### src/sv/lzsd_pkg.sv
// ----------------------------------------------------------------------------
// lzsd_pkg: shared types and constants for the LZ77 stream decompressor.
// Holds the result item layout and the fixed token field constants.
// ----------------------------------------------------------------------------
package lzsd_pkg;

  // Width of one stream byte.
  localparam int unsigned BYTE_W = 8;

  // Width of the declared decompressed size in the header.
  localparam int unsigned SIZE_W = 24;

  // Number of header bytes (type byte plus three size bytes).
  localparam logic [2:0] HDR_BYTES = 3'd4;

  // Header byte positions of the size field, least significant first.
  localparam logic [2:0] HDR_SIZE0 = 3'd1;
  localparam logic [2:0] HDR_SIZE1 = 3'd2;
  localparam logic [2:0] HDR_SIZE2 = 3'd3;

  // Tokens described by one flag byte.
  localparam logic [3:0] FLAG_TOKENS = 4'd8;

  // Minimum match length added to the length nibble.
  localparam logic [4:0] MATCH_MIN_LEN = 5'd3;

  // One result item as it travels to the output channel.
  typedef struct packed {
    logic [BYTE_W-1:0] out_byte;
    logic              last_of_run;
    logic              stream_end;
  } out_item_t;

endpackage

### src/sv/lzsd_obuf.sv
// ----------------------------------------------------------------------------
// lzsd_obuf: two-entry output buffer.
// Decouples the decoder from the output channel so that a waiting result
// does not hold up the next request on the input side.
// ----------------------------------------------------------------------------
module lzsd_obuf (
  input  logic                  clk,
  input  logic                  rst_n,
  input  logic                  push,
  input  lzsd_pkg::out_item_t   push_item,
  output logic                  space,
  output logic                  out_valid,
  input  logic                  out_ready,
  output lzsd_pkg::out_item_t   out_item
);

  logic [1:0]          count_r;
  logic [1:0]          count_nxt;
  lzsd_pkg::out_item_t head_r;
  lzsd_pkg::out_item_t tail_r;
  logic                pop;
  logic [1:0]          count_after_pop;

  // Handshake on the output side and free-space indication.
  assign out_valid       = (count_r != 2'd0);
  assign out_item        = head_r;
  assign space           = (count_r != 2'd2);
  assign pop             = out_valid && out_ready;
  assign count_after_pop = count_r - {1'b0, pop};
  assign count_nxt       = count_after_pop + {1'b0, push};

  // Occupancy count.
  always_ff @(posedge clk) begin
    if (!rst_n) begin
      count_r <= 2'd0;
    end else begin
      count_r <= count_nxt;
    end
  end

  // Entry storage: a pop moves the tail forward, a push fills the first free slot.
  always_ff @(posedge clk) begin
    if (push && (count_after_pop == 2'd0)) begin
      head_r <= push_item;
    end else if (pop) begin
      head_r <= tail_r;
    end
    if (push && (count_after_pop != 2'd0)) begin
      tail_r <= push_item;
    end
  end

endmodule

### config.mk
export PLATFORM = sky130hd
export DESIGN_NAME = lzsd_obuf
export DESIGN_NICKNAME = d
export VERILOG_FILES = /design/src/sv/lzsd_pkg.sv /design/src/sv/lzsd_obuf.sv
export SDC_FILE = /design/constraint.sdc
export NUM_CORES = 1
export LEC_CHECK = 0
export ABC_CLOCK_PERIOD_IN_PS = 1800
export BUFFER_PORTS_ARGS = -buffer_cell sky130_fd_sc_hd__buf_4
export CELL_PAD_IN_SITES_DETAIL_PLACEMENT = 1
export CELL_PAD_IN_SITES_GLOBAL_PLACEMENT = 2
export CORE_MARGIN = 2
export CORE_UTILIZATION = 34
export CTS_BUF_LIST = sky130_fd_sc_hd__clkbuf_4 sky130_fd_sc_hd__clkbuf_8
export CTS_CLUSTER_DIAMETER = 50
export DETAILED_ROUTE_END_ITERATION = 8
export PLACE_DENSITY = 0.76
export SETUP_SLACK_MARGIN = 0.05
export SYNTH_ARGS = -nofsm -noshare
export SYNTH_HDL_FRONTEND = slang
export SYNTH_SLANG_ARGS = --single-unit
### constraint.sdc
create_clock -name clk -period 1.8 [get_ports clk]
set_input_delay 0.27 -clock clk [delete_from_list [all_inputs] [get_ports clk]]
set_output_delay 0.27 -clock clk [all_outputs]
set_load 0.05 [all_outputs]
==> metrics.cfg <==
[status]
outcome=complete, no violations

[clock_network]
clock_latency_ns=0.30
numCtsBuffers=3
clk_pin_slew_ns=0.11
htreeDepth=1
clkSinkCount=22
cts_tree=done
root_buffer=clkbuf_4
cts_buffer_depth=2
postCtsHoldBufs=0

[synthesis]
synthTopCellsByCount=edfxtp_1, mux2_4
syn_area_per_cell_um2=19.9
ys_ff_latch=22
synthTopCellsByArea=edfxtp_1, mux2_4, dfxtp_1
synth_top_flop_cell=edfxtp_1
netlist_area_um2=917
synth_cells=46
post-synth-top-count-cell=edfxtp_1
synthArstFlopShare_pct=0
ys_seq_area_share_pct=69.8
synth_edf_count=20
yosysTopAreaCell=edfxtp_1
synth.top_cell.area_share_pct=65.5
synth_cell_types=15
syn_nets=62
ys_warn_count=0

[die]
die_y_um=55.9
fp.dieArea_um2=3130
pin_count=26
core-area_um2=2520
dieWidth_um=55.9
rows=18
start_util_pct=36.4

[timing]
slew_headroom_pct=85.7
timing.fmax_mhz=581
tightest_slew_ns=0.213
rsz0062_at_grt=yes
hold_viol_final=0
finalSetupTns_ns=0
timing.final.ws_setup_ns=0.0779
fin_crit_ns=1.72
setup_viol=0
min_period_over_period_pct=95.7
final_max_slew_viol_count=0
skew_ns=0.000932

[placement]
hpwl_um=1260
portBuffers=25
gp_congestion=0.688
place_ws_ns=0.0932

[flow_run]
timing.max_cap.violations=0

[detailed_routing]
drt-initial-drc-count=7
drt_first_pass_iters=2
vias=497
wl_per_cell_um=15.3
antenna_left=0
drc=0
routed_wl_um=1670
vias_per_cell=4.56

[worst_setup_path]
crit_family=adder cells
crit_required_ns=1.87
cp_num_buf_inv=0
crit_type=reg2reg
critPathCaptureType=flop
startpoint_type=flop
slowest_stage=ha_1
crit_fanout=5
path_cells=o21a_1, ha_1, nand3b_2, mux2_4
slowest_delay_ns=0.39
critPathArrivalTime_ns=1.79

[global_routing]
grt.total_usage_pct=11.7
antenna_found_initial=0
grt_pass1_vias=580
grt_pass1_wl_um=2750
grt_max_degree=13
grt_overflow=0

[final_layout]
fillers=263
diodes=0
num-nets-final=96
area_growth_pct=30.7
drive_gt1_share_pct=57.0

[min_path]
hp-class=in2reg

[cell usage in the layout (no fill, tap or decap), drive strengths merged]
cell and count:
buf 29, mux2 10, ha 2, and2 1, inv 2, edfxtp 20, or2 1, nand2 1
nand2b 1, clkinv 1, nor2b 1, o21a 2, nand3b 2, dfxtp 2, clkbuf 3, xnor3 1
[final timing paths]
path | startpoint | to | slack, ns | cells past startpoint
worst max-delay path | count_r[1] | out_item[0] | 0.08 | 4
worst min-delay path | push_item[4] | tail_r[4] | 0.15 | 1
worst max register to register | count_r[1] | out_item[0] | 0.08 | 4
worst min register to register | tail_r[7] | out_item[7] | 0.57 | 1
[kinds of logic after synthesis]
group	Yosys count	share of synthesized area, %
simple gates	6	5.32
buf+inv	3	2.05
mux	10	16.0
flops	22	69.9
xor+xnor	1	2.46
fa+ha+maj	2	2.73
compound gates	2	1.64
[flip-flops by register name, indices dropped and copies added (netlist names)]
| register | cells |
|---|---|
| out_item | 10 |
| tail_r | 10 |
| count_r | 2 |
[worst register-to-register path, cell delays in order (launching register included)]
cell and delay, ns:
dfxtp_1 0.34, o21a_1 0.20, ha_1 0.39, nand3b_2 0.22, mux2_4 0.35
[through the flow]
stage          hold WS, ns  util, %  cell area [um^2]  instances
2_1_floorplan        0.369        -               917         46
3_3_place_gp         0.462     46.0              1160        104
3_5_place_dp         0.462     46.0              1160        104
4_1_cts              0.136     47.1              1190        108
5_1_grt              0.126     47.5              1200        109
6_report             0.149     47.5              1200        109
[layer usage]
metal | up-vias | part of all wire, % | global-route usage [%]
met3 | 4 | 6.1 | 3.49
met1 | 237 | 39 | 13.0
li1 | 239 | - | -
met5 | - | 0 | 0
met2 | 17 | 53 | 20.6
met4 | 0 | 1.7 | 5.10
[cell type report]
class	instances	area (um^2)	share of cell area [%]
Clock inverter	1	3.75	0.313
Timing Repair Buffer	29	218	18.2
Tap cell	30	37.5	3.13
Multi-Input combinational cell	22	269	22.4
Clock buffer	3	22.5	1.88
Sequential cell	22	641	53.4
Inverter	2	7.51	0.626
[what timing repair did]
action	in CTS	in global routing
resized for setup	0	0
buffers inserted	0	0
setup endpoints to repair	0	10
Power is left out: the tool's default activity adds up to more than one toggle a clock period on the data nets, which glitch-free logic cannot reach.
